`config.mk`:
```
export PLATFORM = sky130hd
export DESIGN_NAME = iir_direct_form_one_filter_flat
export DESIGN_NICKNAME = d
export VERILOG_FILES = /design/src/design/iir_pkg.sv /design/src/design/iir_sample_if.sv /design/src/design/iir_result_if.sv /design/src/design/iir_cfg_if.sv /design/src/design/iir_direct_form_one_filter.sv /design/src/design/iir_mac.sv /design/src/flat_wrapper.sv
export SDC_FILE = /design/constraint.sdc
export NUM_CORES = 1
export LEC_CHECK = 0
export BUFFER_PORTS_ARGS = -buffer_cell sky130_fd_sc_hd__buf_2
export CORE_AREA = 2 2 225 227
export CTS_BUF_LIST = sky130_fd_sc_hd__clkbuf_16
export DETAILED_ROUTE_END_ITERATION = 12
export DIE_AREA = 0 0 227 229
export MAX_ROUTING_LAYER = met4
export PLACE_DENSITY = 0.72
export SKIP_CTS_REPAIR_TIMING = 1
export SYNTH_ARGS = -nofsm -noshare
export SYNTH_HDL_FRONTEND = slang
export SYNTH_SLANG_ARGS = --single-unit
```
`constraint.sdc`:
```
create_clock -name clk -period 9.1 [get_ports clk]
set_input_delay 0.455 -clock clk [delete_from_list [all_inputs] [get_ports clk]]
set_output_delay 0.455 -clock clk [all_outputs]
set_load 0.05 [all_outputs]
```
`src/design/iir_pkg.sv`:
```
// Shared types, widths and constants of the Direct Form I biquad filter.
package iir_pkg;

	localparam int SAMPLE_WIDTH    = 16;
	localparam int COEFF_WIDTH     = 18;
	localparam int COEFF_FRAC_BITS = 14;
	localparam int TAP_WIDTH       = 2;
	localparam int CFG_INDEX_WIDTH = 3;
	localparam int PROD_WIDTH      = SAMPLE_WIDTH + COEFF_WIDTH;
	localparam int ACC_WIDTH       = PROD_WIDTH + 3;

	localparam logic [TAP_WIDTH-1:0] TAP_COUNT_RESET = TAP_WIDTH'(3);

	// 1.0 in coefficient format, clamped to the largest coefficient
	localparam longint COEFF_ONE = longint'(1) << COEFF_FRAC_BITS;
	localparam longint COEFF_MAX = (longint'(1) << (COEFF_WIDTH - 1)) - 1;
	localparam logic signed [COEFF_WIDTH-1:0] COEFF_B0_RESET =
		COEFF_WIDTH'((COEFF_ONE > COEFF_MAX) ? COEFF_MAX : COEFF_ONE);

	localparam logic signed [ACC_WIDTH-1:0] ROUND_HALF =
		ACC_WIDTH'(longint'(1) << (COEFF_FRAC_BITS - 1));
	localparam logic signed [ACC_WIDTH-1:0] SAT_MAX =
		ACC_WIDTH'((longint'(1) << (SAMPLE_WIDTH - 1)) - 1);
	localparam logic signed [ACC_WIDTH-1:0] SAT_MIN = ~SAT_MAX;

	typedef enum logic [CFG_INDEX_WIDTH-1:0] {
		REG_TAP_COUNT = 3'd0,
		REG_COEFF_B0  = 3'd1,
		REG_COEFF_B1  = 3'd2,
		REG_COEFF_B2  = 3'd3,
		REG_COEFF_A1  = 3'd4,
		REG_COEFF_A2  = 3'd5
	} cfg_reg_t;

	typedef enum logic [1:0] {
		ST_IDLE,
		ST_MUL,
		ST_DRAIN,
		ST_ROUND
	} iir_state_t;

	typedef enum logic [2:0] {
		STEP_B0,
		STEP_B1,
		STEP_A1,
		STEP_B2,
		STEP_A2
	} mac_step_t;

	// control of the shared multiply-accumulate unit
	typedef struct packed {
		logic valid;
		logic first;
		logic neg;
	} mac_ctrl_t;

endpackage

```
`src/design/iir_sample_if.sv`:
```
// Input channel carrying one signed sample per item.
interface iir_sample_if import iir_pkg::*; ();
	logic                           valid;
	logic                           ready;
	logic signed [SAMPLE_WIDTH-1:0] sample_in;

	modport source (output valid, output sample_in, input ready);
	modport sink (input valid, input sample_in, output ready);
endinterface

```
`src/design/iir_result_if.sv`:
```
// Output channel carrying one filtered sample and its clip flag per item.
interface iir_result_if import iir_pkg::*; ();
	logic                           valid;
	logic                           ready;
	logic signed [SAMPLE_WIDTH-1:0] sample_out;
	logic                           clipped;

	modport source (output valid, output sample_out, output clipped, input ready);
	modport sink (input valid, input sample_out, input clipped, output ready);
endinterface

```
`src/design/iir_cfg_if.sv`:
```
// Configuration write channel: register index and write data.
interface iir_cfg_if import iir_pkg::*; ();
	logic                          valid;
	logic                          ready;
	logic [CFG_INDEX_WIDTH-1:0]    index;
	logic signed [COEFF_WIDTH-1:0] data;

	modport source (output valid, output index, output data, input ready);
	modport sink (input valid, input index, input data, output ready);
endinterface

```
`src/design/iir_direct_form_one_filter.sv`:
```
// An accepted item is registered in x_q, then its five products go one per cycle through
// the single shared multiplier; a drain state lets the last product reach the sum, a round
// state rounds and saturates once the output register is free, and the idle state takes
// the next item. A new item is not taken before the last one has left the round state.
// The next item is taken while a finished result still waits to be taken.
// Reset (arst_n low, asynchronous): histories cleared, tap_count 3, b0 = 1.0, others 0.
module iir_direct_form_one_filter import iir_pkg::*; (
	input logic          clk,
	input logic          arst_n,
	iir_sample_if.sink   samples,
	iir_result_if.source results,
	iir_cfg_if.sink      cfg
);

	iir_state_t                     state_q, state_d;
	mac_step_t                      step_q, step_d;
	mac_ctrl_t                      mac_ctrl;
	logic                           load_x;
	logic                           finish;

	logic [TAP_WIDTH-1:0]           tap_count_q;
	logic signed [COEFF_WIDTH-1:0]  coeff_b0_q, coeff_b1_q, coeff_b2_q;
	logic signed [COEFF_WIDTH-1:0]  coeff_a1_q, coeff_a2_q;

	logic signed [SAMPLE_WIDTH-1:0] x_q;
	logic signed [SAMPLE_WIDTH-1:0] xh0_q, xh1_q, yh0_q, yh1_q;

	logic signed [COEFF_WIDTH-1:0]  mac_coeff;
	logic signed [SAMPLE_WIDTH-1:0] mac_operand;
	logic signed [ACC_WIDTH-1:0]    acc;
	logic                           use_mid, use_far;

	logic signed [ACC_WIDTH-1:0]    rnd_sum, rnd_shift;
	logic signed [SAMPLE_WIDTH-1:0] y_sat;
	logic                           clip_d;

	logic                           out_valid_q;
	logic signed [SAMPLE_WIDTH-1:0] y_q;
	logic                           clip_q;

	// configuration
	assign cfg.ready = 1'b1;

	always_ff @(posedge clk or negedge arst_n) begin
		if (!arst_n) begin
			tap_count_q <= TAP_COUNT_RESET;
			coeff_b0_q  <= COEFF_B0_RESET;
			coeff_b1_q  <= '0;
			coeff_b2_q  <= '0;
			coeff_a1_q  <= '0;
			coeff_a2_q  <= '0;
		end else if (cfg.valid) begin
			case (cfg.index)
				REG_TAP_COUNT: tap_count_q <= cfg.data[TAP_WIDTH-1:0];
				REG_COEFF_B0:  coeff_b0_q  <= cfg.data;
				REG_COEFF_B1:  coeff_b1_q  <= cfg.data;
				REG_COEFF_B2:  coeff_b2_q  <= cfg.data;
				REG_COEFF_A1:  coeff_a1_q  <= cfg.data;
				REG_COEFF_A2:  coeff_a2_q  <= cfg.data;
				default: ;
			endcase
		end
	end

	// sequencer
	always_ff @(posedge clk or negedge arst_n) begin
		if (!arst_n) begin
			state_q <= ST_IDLE;
			step_q  <= STEP_B0;
		end else begin
			state_q <= state_d;
			step_q  <= step_d;
		end
	end

	always_comb begin
		state_d       = state_q;
		step_d        = step_q;
		samples.ready = 1'b0;
		mac_ctrl      = '0;
		load_x        = 1'b0;
		finish        = 1'b0;
		case (state_q)
			ST_IDLE: begin
				samples.ready = 1'b1;
				if (samples.valid) begin
					load_x  = 1'b1;
					step_d  = STEP_B0;
					state_d = ST_MUL;
				end
			end
			ST_MUL: begin
				mac_ctrl.valid = 1'b1;
				mac_ctrl.first = (step_q == STEP_B0);
				mac_ctrl.neg   = (step_q == STEP_A1) || (step_q == STEP_A2);
				if (step_q == STEP_A2) begin
					state_d = ST_DRAIN;
				end else begin
					step_d = mac_step_t'(step_q + 3'd1);
				end
			end
			ST_DRAIN: begin
				state_d = ST_ROUND;
			end
			ST_ROUND: begin
				// hold until the output register is free
				if (!out_valid_q || results.ready) begin
					finish  = 1'b1;
					state_d = ST_IDLE;
				end
			end
			default: begin
				state_d = ST_IDLE;
			end
		endcase
	end

	// operand select; unused taps multiply by zero
	assign use_mid = tap_count_q[1];
	assign use_far = &tap_count_q;

	always_comb begin
		case (step_q)
			STEP_B0: begin
				mac_coeff   = coeff_b0_q;
				mac_operand = x_q;
			end
			STEP_B1: begin
				mac_coeff   = use_mid ? coeff_b1_q : '0;
				mac_operand = xh0_q;
			end
			STEP_A1: begin
				mac_coeff   = use_mid ? coeff_a1_q : '0;
				mac_operand = yh0_q;
			end
			STEP_B2: begin
				mac_coeff   = use_far ? coeff_b2_q : '0;
				mac_operand = xh1_q;
			end
			STEP_A2: begin
				mac_coeff   = use_far ? coeff_a2_q : '0;
				mac_operand = yh1_q;
			end
			default: begin
				mac_coeff   = '0;
				mac_operand = '0;
			end
		endcase
	end

	iir_mac u_mac (
		.clk     (clk),
		.arst_n  (arst_n),
		.ctrl    (mac_ctrl),
		.coeff   (mac_coeff),
		.operand (mac_operand),
		.acc     (acc)
	);

	// round half up, then saturate
	always_comb begin
		rnd_sum   = acc + ROUND_HALF;
		rnd_shift = rnd_sum >>> COEFF_FRAC_BITS;
		clip_d    = 1'b0;
		y_sat     = rnd_shift[SAMPLE_WIDTH-1:0];
		if (rnd_shift > SAT_MAX) begin
			y_sat  = SAT_MAX[SAMPLE_WIDTH-1:0];
			clip_d = 1'b1;
		end else if (rnd_shift < SAT_MIN) begin
			y_sat  = SAT_MIN[SAMPLE_WIDTH-1:0];
			clip_d = 1'b1;
		end
	end

	always_ff @(posedge clk) begin
		if (load_x) begin
			x_q <= samples.sample_in;
		end
	end

	// advance both histories once per item
	always_ff @(posedge clk or negedge arst_n) begin
		if (!arst_n) begin
			xh0_q <= '0;
			xh1_q <= '0;
			yh0_q <= '0;
			yh1_q <= '0;
		end else if (finish) begin
			xh1_q <= xh0_q;
			xh0_q <= x_q;
			yh1_q <= yh0_q;
			yh0_q <= y_sat;
		end
	end

	always_ff @(posedge clk or negedge arst_n) begin
		if (!arst_n) begin
			out_valid_q <= 1'b0;
		end else if (finish) begin
			out_valid_q <= 1'b1;
		end else if (results.ready) begin
			out_valid_q <= 1'b0;
		end
	end

	always_ff @(posedge clk) begin
		if (finish) begin
			y_q    <= y_sat;
			clip_q <= clip_d;
		end
	end

	assign results.valid      = out_valid_q;
	assign results.sample_out = y_q;
	assign results.clipped    = clip_q;

	assert property (@(posedge clk) disable iff (!arst_n)
		samples.valid && samples.ready |=> state_q == ST_MUL && step_q == STEP_B0)
		else $error("accepted item did not start the product sequence");

	assert property (@(posedge clk) disable iff (!arst_n)
		state_q == ST_ROUND |->
			$past(state_q) == ST_DRAIN || $past(state_q) == ST_ROUND)
		else $error("rounding entered without draining the accumulator");

	assert property (@(posedge clk) disable iff (!arst_n)
		$rose(out_valid_q) |-> $past(state_q) == ST_ROUND)
		else $error("result appeared outside the rounding step");

	assert property (@(posedge clk) disable iff (!arst_n)
		out_valid_q && clip_q |->
			y_q == SAT_MAX[SAMPLE_WIDTH-1:0] || y_q == SAT_MIN[SAMPLE_WIDTH-1:0])
		else $error("clipped result is not at a saturation limit");

endmodule

```
`src/design/iir_mac.sv`:
```
// Shared multiply-accumulate unit: registered product, then add or subtract into the sum.
module iir_mac import iir_pkg::*; (
	input  logic                          clk,
	input  logic                          arst_n,
	input  mac_ctrl_t                     ctrl,
	input  logic signed [COEFF_WIDTH-1:0]  coeff,
	input  logic signed [SAMPLE_WIDTH-1:0] operand,
	output logic signed [ACC_WIDTH-1:0]    acc
);

	mac_ctrl_t                      ctrl_s1;
	logic signed [PROD_WIDTH-1:0]   prod_s1;
	logic signed [ACC_WIDTH-1:0]    acc_q;
	logic signed [ACC_WIDTH-1:0]    prod_ext;
	logic signed [ACC_WIDTH-1:0]    acc_base;

	always_ff @(posedge clk or negedge arst_n) begin
		if (!arst_n) begin
			ctrl_s1 <= '0;
		end else begin
			ctrl_s1 <= ctrl;
		end
	end

	always_ff @(posedge clk) begin
		if (ctrl.valid) begin
			prod_s1 <= coeff * operand;
		end
	end

	always_comb begin
		prod_ext = {{(ACC_WIDTH - PROD_WIDTH){prod_s1[PROD_WIDTH-1]}}, prod_s1};
		acc_base = ctrl_s1.first ? '0 : acc_q;
	end

	// first term of an item restarts the sum
	always_ff @(posedge clk) begin
		if (ctrl_s1.valid) begin
			acc_q <= ctrl_s1.neg ? (acc_base - prod_ext) : (acc_base + prod_ext);
		end
	end

	assign acc = acc_q;

endmodule

```
`src/flat_wrapper.sv`:
```
// flat-port wrapper written by rule: the top's interface ports become plain ports
module iir_direct_form_one_filter_flat import iir_pkg::*;
  (clk, arst_n, samples_valid, samples_sample_in, samples_ready, results_valid, results_sample_out, results_clipped, results_ready, cfg_valid, cfg_index, cfg_data, cfg_ready);
  iir_sample_if samples_i ();
  iir_result_if results_i ();
  iir_cfg_if cfg_i ();
  input logic clk;
  input logic arst_n;
  input wire logic [$bits(samples_i.valid)-1:0] samples_valid;
  input wire logic [$bits(samples_i.sample_in)-1:0] samples_sample_in;
  output wire logic [$bits(samples_i.ready)-1:0] samples_ready;
  output wire logic [$bits(results_i.valid)-1:0] results_valid;
  output wire logic [$bits(results_i.sample_out)-1:0] results_sample_out;
  output wire logic [$bits(results_i.clipped)-1:0] results_clipped;
  input wire logic [$bits(results_i.ready)-1:0] results_ready;
  input wire logic [$bits(cfg_i.valid)-1:0] cfg_valid;
  input wire logic [$bits(cfg_i.index)-1:0] cfg_index;
  input wire logic [$bits(cfg_i.data)-1:0] cfg_data;
  output wire logic [$bits(cfg_i.ready)-1:0] cfg_ready;
  assign samples_i.valid = samples_valid;
  assign samples_i.sample_in = samples_sample_in;
  assign samples_ready = samples_i.ready;
  assign results_valid = results_i.valid;
  assign results_sample_out = results_i.sample_out;
  assign results_clipped = results_i.clipped;
  assign results_i.ready = results_ready;
  assign cfg_i.valid = cfg_valid;
  assign cfg_i.index = cfg_index;
  assign cfg_i.data = cfg_data;
  assign cfg_ready = cfg_i.ready;
  iir_direct_form_one_filter u_core (.clk(clk), .arst_n(arst_n), .samples(samples_i), .results(results_i), .cfg(cfg_i));
endmodule
```
After elaboration in Yosys (flattened, before gate mapping)

Index checks and enable logic that the tools add are counted.

Register bits after elaboration: 269
Bits of input ports: 42
Logic and storage cells: 87

Reductions and logical operators: 17
$lt $le $gt $ge: 2
Eq/ne operators: 16
Add/sub/neg operators: 4
Multipliers: 1
Muxes and demuxes: 26

Operators with widths:

| cell                                                 | count |
|---|---|
| one-hot mux 18 bit (5 select lines)                  | 1 |
| one-hot mux 16 bit (5 select lines)                  | 1 |
| 2-to-1 mux 37 bit                                    | 2 |
| 2-to-1 mux 18 bit                                    | 4 |
| adder 37 x 15 -> 37 bit, second input constant       | 1 |
| adder 37 x 34 -> 37 bit                              | 1 |
| subtractor 37 x 34 -> 37 bit                         | 1 |
| multiplier 18 x 16 -> 34 bit                         | 1 |
| 2-to-1 mux 16 bit                                    | 2 |
| > comparator 23 x 16 -> 1 bit, second input constant | 1 |
| < comparator 23 x 16 -> 1 bit, second input constant | 1 |
| AND reduction 2 bit                                  | 7 |
| == test 3 x 2 -> 1 bit, second input constant        | 4 |
| == test 3 bit, second input constant                 | 3 |
| 2-to-1 mux 3 bit                                     | 3 |
| 2-to-1 mux 1 bit                                     | 8 |
| one-hot mux 2 bit (4 select lines)                   | 1 |
| == test 3 x 1 -> 1 bit, second input constant        | 2 |
| zero test 3 bit                                      | 2 |
| 2-to-1 mux 2 bit                                     | 3 |
| one-hot mux 3 bit (2 select lines)                   | 1 |
| AND reduction 3 bit                                  | 2 |
| == test 2 bit, second input constant                 | 2 |
| != test 2 x 1 -> 1 bit, second input constant        | 2 |
| 7 further kinds                                      | 10 |

Depth between registers and ports, before layout

Gate-level depths: netlist (run 1).

Depth in word-level cells: 5
Gate-level depth with buffers: 33

Modules after synthesis

A second synthesis (run 1) with hierarchy kept.

Cells, all modules: 2,551
Area, all modules: 25,019.0 um2

By module, submodules not included:

| module                     | seq. area each (um2) | area each (um2) | instances | cells each |
|---|---|---|---|---|
| iir_mac                    | 2,207.1              | 15,969.1        | 1         | 1,732 |
| iir_direct_form_one_filter | 5,048.6              | 9,049.9         | 1         | 819 |

Least setup slack after synthesis (run 1)

OpenSTA, ideal clock, no wires.

Path type: flip-flop to flip-flop
Start point: register u_core.step_q[0]
End point: register u_core.u_mac.prod_s1[30], data pin
Arrival: 7.817 ns
Stages on the path, launching flop included: 32
Slack: 1.023 ns
Required time: 8.841 ns
Setup time: 0.259 ns
Buffers on the path: 4
Period minus slack after synthesis: 8.077 ns
Cells stage by stage: dfrtp_1 inv_1 ha_1 clkbuf_1 and2_1 clkbuf_1 buf_1 a222oi_1 a21oi_1 clkbuf_1 nand2_1 fa_1 inv_1 fa_1 inv_1 fa_1 inv_1 fa_1 fa_1 inv_1 fa_1 inv_1 ha_1 nand3_1 nor2_1 o2111ai_1 o21ai_0 a21oi_1 o311ai_0 a21o_1 a21oi_1 xnor2_1

Word-level cells in the longest chain between the ends: 3
Elaborated cells on any way between the ends: 8

RTL lines:

| item                                                                                              | RTL line                          | text |
|---|---|---|
| start, declared                                                                                   | iir_direct_form_one_filter.sv:16  | `mac_step_t step_q, step_d;` |
| start signal, assigned                                                                            | iir_direct_form_one_filter.sv:72  | `step_q <= step_d;` |
| == test 3 bit (tied with other cells)                                                             | iir_direct_form_one_filter.sv:123 | `case (step_q)` |
| one-hot mux 18 bit (5 select lines) / one-hot mux 16 bit (5 select lines) (equally long branches) | iir_direct_form_one_filter.sv:123 |  |
| multiplier 18 x 16 -> 34 bit *                                                                    | iir_mac.sv:27                     | `prod_s1 <= coeff * operand;` |
| end signal, assigned                                                                              | iir_mac.sv:27                     |  |
| end, declared                                                                                     | iir_mac.sv:12                     | `logic signed [PROD_WIDTH-1:0] prod_s1;` |

Mark *: on every way between the ends. The rest lies on a longest branch, timed or not.
A chain may end at the register's enable or synchronous reset.

Worst setup path in the final report (run 1)

Start point: register u_core.step_q[0]
End point: register u_core.u_mac.prod_s1[31], data pin

The elaborated chain is that of the path after synthesis.

==> results of run 1 <==
## cells by family (layout without fill, tap and decap cells)
logic type / Yosys count / after routing / synth area share (%)
XOR/XNOR: 118 / 118 / 4.19
multiplexers: 160 / 160 / 7.41
AND/OR/NAND/NOR: 595 / 596 / 11.1
buffers and inverters: 463 / 555 / 7.16
adder cells (fa/ha/maj): 425 / 425 / 30.4
AO/OA/AOI/OAI: 366 / 366 / 10.2
other: 1 / 1 / 0.0152
flip-flops: 269 / 269 / 29.4
## critical path: cells and delay by family, from the launching register on
kind / cells / cell delay [ns]
adders and majority gates: 8 / 3.76
DFF: 1 / 0.40
buffers and inverters: 8 / 1.04
and+or+nand+nor: 3 / 0.55
muxes: 1 / 0.24
AOI/OAI and AO/OA: 8 / 2.42
## cell usage in the layout, fill, tap and decap left out, types with 17 or more instances in the layout
cell type and instances:
inv_1 383, fa_1 291, nor2_1 229, dfrtp_1 161
mux2_2 148, nand2_1 144, ha_1 133, edfxtp_1 104
xnor2_1 92, a21oi_1 78, a22oi_1 72, buf_4 61
buf_2 59, nand3_1 55, o21ai_0 52, nor2b_1 46
a21o_1 37, clkbuf_16 30, xor2_1 26, nand2b_1 21
a22o_1 19, nor3_1 19, a31oi_1 17
## synthesized netlist by cell type (all sizes together) (4+ instances only)
master | instances | area share (%)
nand2b | 21 | 0.53
o21a | 14 | 0.43
edfxtp | 104 | 13
mux2i | 4 | 0.16
a311oi | 4 | 0.14
nand4 | 9 | 0.23
o21bai | 11 | 0.34
a2111oi | 4 | 0.14
a31oi | 17 | 0.43
nand3 | 55 | 1.1
a221oi | 4 | 0.14
clkbuf | 66 | 1.0
fa | 291 | 24
nand2 | 147 | 2.2
ha | 134 | 6.8
mux2 | 156 | 7.3
a21oi | 87 | 1.9
a22o | 20 | 0.71
nor3 | 20 | 0.41
o2111ai | 5 | 0.18
buf | 19 | 0.40
a211oi | 4 | 0.12
xnor2 | 92 | 3.3
nor2b | 49 | 1.2
a22oi | 77 | 2.3
or2 | 10 | 0.25
a222oi | 5 | 0.20
nor2 | 230 | 3.5
nor4 | 6 | 0.18
xor2 | 26 | 0.92
and3 | 12 | 0.30
dfrtp | 162 | 16
or3 | 4 | 0.10
o21ai | 52 | 1.1
and2 | 16 | 0.41
inv | 378 | 5.8
a21o | 37 | 1.1
o31ai | 4 | 0.12
## layout make-up
class | count | area share [%]
Multi-Input combinational cell | 1666 | 58.4
Timing Repair Buffer | 121 | 2.84
Clock inverter | 26 | 0.632
Tap cell | 672 | 3.12
Sequential cell | 269 | 27.0
Clock buffer | 30 | 2.79
Inverter | 378 | 5.29
## flip-flops by register name, indices dropped and copies added (netlist names), 18 cells and up
name                  count
u_core.u_mac.acc         37
u_core.coeff_b2_q        18
u_core.coeff_a2_q        18
u_core.coeff_b0_q        18
u_core.u_mac.prod_s1     34
u_core.coeff_a1_q        18
u_core.coeff_b1_q        18
## through the flow
step	instances	area (sq um)	TNS [ns]	hold slack (ns)	utilization, %
global route	3162	26900	0	0.0118	54.2
global placement	3101	25900	0	0.487	52.2
floorplan	2397	24600	0	0.159	-
finish	3162	26900	0	-0.0388	54.2
CTS	3157	26800	-0.378	0.0114	54.0
detailed placement	3101	25900	-0.0804	0.493	52.2
## layer usage
layer	part of all wire, %	GRT usage (%)	vias up
met5	0	-	-
met4	2.8	7.27	0
met3	6.5	3.75	115
met2	49	42.3	585
met1	42	32.5	9174
li1	-	-	8074
## worst paths after layout
kind / cells after the start / slack [ns] / end / start
worst max register to register: 28 / 0.30 / u_core.u_mac.prod_s1[31] / u_core.step_q[0]
worst min register to register: 1 / 0.51 / u_core.yh1_q[5] / u_core.yh1_q[5]
worst min-delay path: 1 / -0.04 / u_core.coeff_a1_q[13] / arst_n
max in group asynchronous: 2 / 7.75 / u_core.step_q[2] / arst_n
min in group clk: 1 / 0.03 / u_core.x_q[2] / samples_sample_in[2]
worst max-delay path: 28 / 0.30 / u_core.u_mac.prod_s1[31] / u_core.step_q[0]
==> impl_metrics.toml, run 1 <==
[run_status]
outcome = "complete, but fails checks"
violations = "negative hold slack"

[final_layout]
final_nets = 2933
diodes = 0
fill_cells = 4347
layout-drive-gt1-share_pct = 14.7
multi_input_area_sq_um = 15700
area_growth_syn_to_layout_pct = 9.22
final-seq-area_sq_um = 7260

[placed_design]
detailed_place_hpwl_um = 49000
gp_congestion = 0.927
io_buffers = 60
dp_slack_ns = -0.0323

[setup_path]
cp_data_arrival_time_ns = 9.05
worstPathMaxFanout = 16
crit_type = "reg -> reg"
cp_slowest_cell = "a22oi_1"
crit_required_ns = 9.36
cp-start-kind = "register"
cpMostUsedCell = "fa_1"
critPathCaptureType = "register"
max_stage_delay_ns = 0.83

[timing]
worst_pin_slew_ns = 1.11
fmax_mhz = 114
finalHoldWorstSlack_ns = -0.0388
finalSetupViolCount = 0
rsz0062_at_grt = "no"
final_hold_viol_count = 22
maxSlewHeadroom_pct = 26.2
fin_crit_sh_pct = 96.7
fin_ws_ns = 0.305
skew_ns = 0.0450
slew_viol_final = 0
layout_min_cycle_time_ns = 8.80

[die]
coreArea_sq_um = 49700
start_util_pct = 49.6
dieArea_sq_um = 52000
rows = 82
die_h_um = 229
chipWidth_um = 227
io_pins = 62

[yosys]
syn_area_sq_um = 24600
yosys_warnings = 0
postSynthAreaPerCell_sq_um = 10.3
yosysSeqAreaShare_pct = 29.4
synth_enable_flop_cells = 104
synth_top_flop_cell = "dfrtp_1"
async_reset_ff_share_pct = 61.3
syn_nets = 2864
ys_seq_elements = 269
synthDistinctLibCells = 72
syn_inst = 2397

[global_routing]
grt_pass1_vias = 19000
grt_pass1_wl_um = 101000
overflow = 0
grt_antenna_before_repair = 1
grt_max_degree = 111
track_usage_pct = 25.5

[run]
drv_cap = 0

[clock_network]
cts_buffer_depth = 3
cts_tree = "yes"
clk_pin_slew_ns = 0.06
clkSinkCount = 269
cts-root-buf = "clkbuf_16"
htree_levels = 1
cts_inserted_buffers = 30
clk_latency_ns = 0.60

[detailed_routing]
wl_per_cell_um = 19.8
drtPass1Iterations = 5
vias = 17900
via_per_inst = 5.68
drt-initial-drc-count = 1213
totalWireLength_um = 62600
route.detailed.drc = 0
ant_nets = 0

[hold_path]
min-delay-path-class = "in -> async"
Power of run 1 is left out: the tool's default activity adds up to more than one toggle a clock period on the data nets, which glitch-free logic cannot reach.
==> run 2, diff against run 1 <==
--- a/config.mk
+++ b/config.mk
@@ -6,13 +6,17 @@
 export NUM_CORES = 1
 export LEC_CHECK = 0
 export BUFFER_PORTS_ARGS = -buffer_cell sky130_fd_sc_hd__buf_2
-export CORE_AREA = 2 2 225 227
+export CELL_PAD_IN_SITES_DETAIL_PLACEMENT = 1
+export CELL_PAD_IN_SITES_GLOBAL_PLACEMENT = 2
+export CORE_AREA = 2 2 245 247
 export CTS_BUF_LIST = sky130_fd_sc_hd__clkbuf_16
 export DETAILED_ROUTE_END_ITERATION = 12
-export DIE_AREA = 0 0 227 229
+export DIE_AREA = 0 0 247 249
 export MAX_ROUTING_LAYER = met4
-export PLACE_DENSITY = 0.72
+export PLACE_DENSITY = 0.88
 export SKIP_CTS_REPAIR_TIMING = 1
+export SLEW_MARGIN = 0
 export SYNTH_ARGS = -nofsm -noshare
 export SYNTH_HDL_FRONTEND = slang
+export SYNTH_HIERARCHICAL = 1
 export SYNTH_SLANG_ARGS = --single-unit
==> impl_metrics.toml, run 2 <==
[detailed_routing]
dr.max_layer_used = "met4"
totalWireLength_um = 67700
drt-initial-drc-count = 985
via_per_inst = 5.37
vias = 18300
m1WireLength_um = 29500
wl_met2_um = 33800
route.detailed.drc = 0
wl_per_cell_um = 19.9
wl_met3_um = 2430
drtPass1Iterations = 8
ant_nets = 0

[setup_path]
critPathCaptureType = "register"
cp_slowest_cell = "ha_2"
cp_data_arrival_time_ns = 8.75
path_buf_inv = 3
cp-start-kind = "register"
cpMostUsedCell = "fa_1"
startpoint = "u_core/step_q[0]"
crit_required_ns = 9.41
reg2reg_from = "u_core/step_q[0]"
worstPathMaxFanout = 34
crit_type = "reg -> reg"
cp_top_family = "adder cells"
max_stage_delay_ns = 0.76

[final_layout]
largest_reg_flops = 37
final_cell_mix = "nand2_1 (389), inv_1 (380), fa_1 (291)"
final_common_cell = "nand2_1"
diodes = 0
final_nets = 3066
layout-drive-gt1-share_pct = 12.1
area_growth_syn_to_layout_pct = 9.81

[die]
io_pins = 62
coreArea_sq_um = 58700
chipWidth_um = 247
rows = 89
die_h_um = 249
dieArea_sq_um = 61500
start_util_pct = 42.6

[timing]
finalSetupViolCount = 0
worst_pin_slew_ns = 1.13
fmax_mhz = 119
fin_setup_tns_ns = 0
layout_min_cycle_time_ns = 8.44
skew_ns = 0.0162
fin_crit_sh_pct = 92.7
finalHoldWorstSlack_ns = -0.0250
final_hold_viol_count = 16
slew_viol_final = 0
maxSlewHeadroom_pct = 24.6
rsz0062_at_grt = "no"

[clock_network]
cts_buffer_depth = 3
clk_pin_slew_ns = 0.06
cts-root-buf = "clkbuf_16"
clk_latency_ns = 0.58
clkSinkCount = 269
cts_tree = "yes"
htree_levels = 1
cts_inserted_buffers = 31

[hold_path]
min-delay-path-class = "in -> async"

[yosys]
synth_top_flop_cell = "dfrtp_1"
postSynthAreaPerCell_sq_um = 9.81
ys_seq_elements = 269
synth_top_area_cell = "fa_1"
synth_most_common_cell = "nand2_1"
syn_inst = 2551
async_reset_ff_share_pct = 61.3
synth_top_area_share_pct = 23.3
syn_nets = 3017
yosys_warnings = 6
synth_area_leaders = "fa_1 (23%), dfrtp_1 (16%), edfxtp_1 (12%)"
synthDistinctLibCells = 85
synth_enable_flop_cells = 104
netlist_top_cells_count = "nand2_1 (389), inv_1 (376), fa_1 (291), dfrtp_1 (162), and2_1 (147)"
yosysSeqAreaShare_pct = 29.0
syn_area_sq_um = 25000

[global_routing]
grt_antenna_before_repair = 0
track_usage_pct = 23.4
grt_max_degree = 99
grt_pass1_vias = 20600
overflow = 0
grt_pass1_wl_um = 111000

[placed_design]
gp_congestion = 0.901
detailed_place_hpwl_um = 52700
io_buffers = 60

[run_status]
violations = "negative hold slack"
outcome = "complete, but fails checks"

[run]
drv_cap = 0
run 2: changes by cell type after synthesis, sizes merged, moves of 13 or more:
cell	previous run	this run
nand2	147	398
and2	16	147
nor2	230	115
mux2	156	95
a22oi	77	30
clkbuf	66	87
nand3	55	38
a222oi	5	20
a21o	37	24
run 2: final timing paths:
| check | end | slack, ns | cells after the start |
|---|---|---|---|
| max | u_core/u_mac/prod_s1[30] | 0.66 | 25 |
| min | u_core/coeff_a2_q[14] | -0.03 | 1 |
| max reg2reg | u_core/u_mac/prod_s1[30] | 0.66 | 25 |
| min reg2reg | u_core/xh0_q[1] | 0.48 | 2 |
| max in group asynchronous | u_core/xh0_q[9] | 7.67 | 2 |
| min in group clk | u_core/x_q[4] | 0.05 | 1 |
run 2: cell families (layout without fill, tap and decap cells):
kind of cell	count (synthesis)	in the layout	synth area share (%)
and+or+nand+nor	837	837	16.2
buffers and inverters	483	556	7.33
adders and majority gates	424	424	29.9
AOI/OAI and AO/OA	324	324	9.10
DFF	269	269	29.0
xor gates and xnor gates	116	116	4.06
muxes	97	97	4.36
other	1	1	0.0150
run 2: worst register-to-register path: cells and delay by family (launching register included):
| kind | cells | cell delay (ns) |
|---|---|---|
| simple gates | 2 | 0.26 |
| compound gates | 10 | 2.81 |
| xor+xnor | 1 | 0.10 |
| flops | 1 | 0.44 |
| fa+ha+maj | 9 | 4.41 |
| buf+inv | 3 | 0.16 |
run 2: stage by stage:
step | area, sq um | utilization, % | hold slack (ns) | cells | setup slack, ns
floorplan | 25000 | - | 0.159 | 2551 | 1.20
detailed placement | 26400 | 45.0 | 0.472 | 3340 | 0.552
CTS | 27500 | 46.8 | 0.000884 | 3397 | 0.473
finish | 27500 | 46.8 | -0.0250 | 3397 | 0.664
global placement | 26400 | 45.0 | 0.452 | 3340 | 0.869
global route | 27500 | 46.8 | 0.0214 | 3397 | 0.115
run 2: area by class of cell:
class	count	area (sq um)
clock inverter	26	289
sequential	269	7260
tap	773	967
timing repair buffer	122	822
multi-input combinational	1799	15900
inverter	377	1420
clock buffer	31	776
fill	6607	31200
run 2: routing by layer:
metal / global-route usage (%) / vias to the layer above
met2: 39.4 / 343
li1: - / 8349
met1: 30.1 / 9446
met4: 6.27 / 0
met5: - / -
met3: 2.35 / 119
Power of run 2 is left out for the same reason.
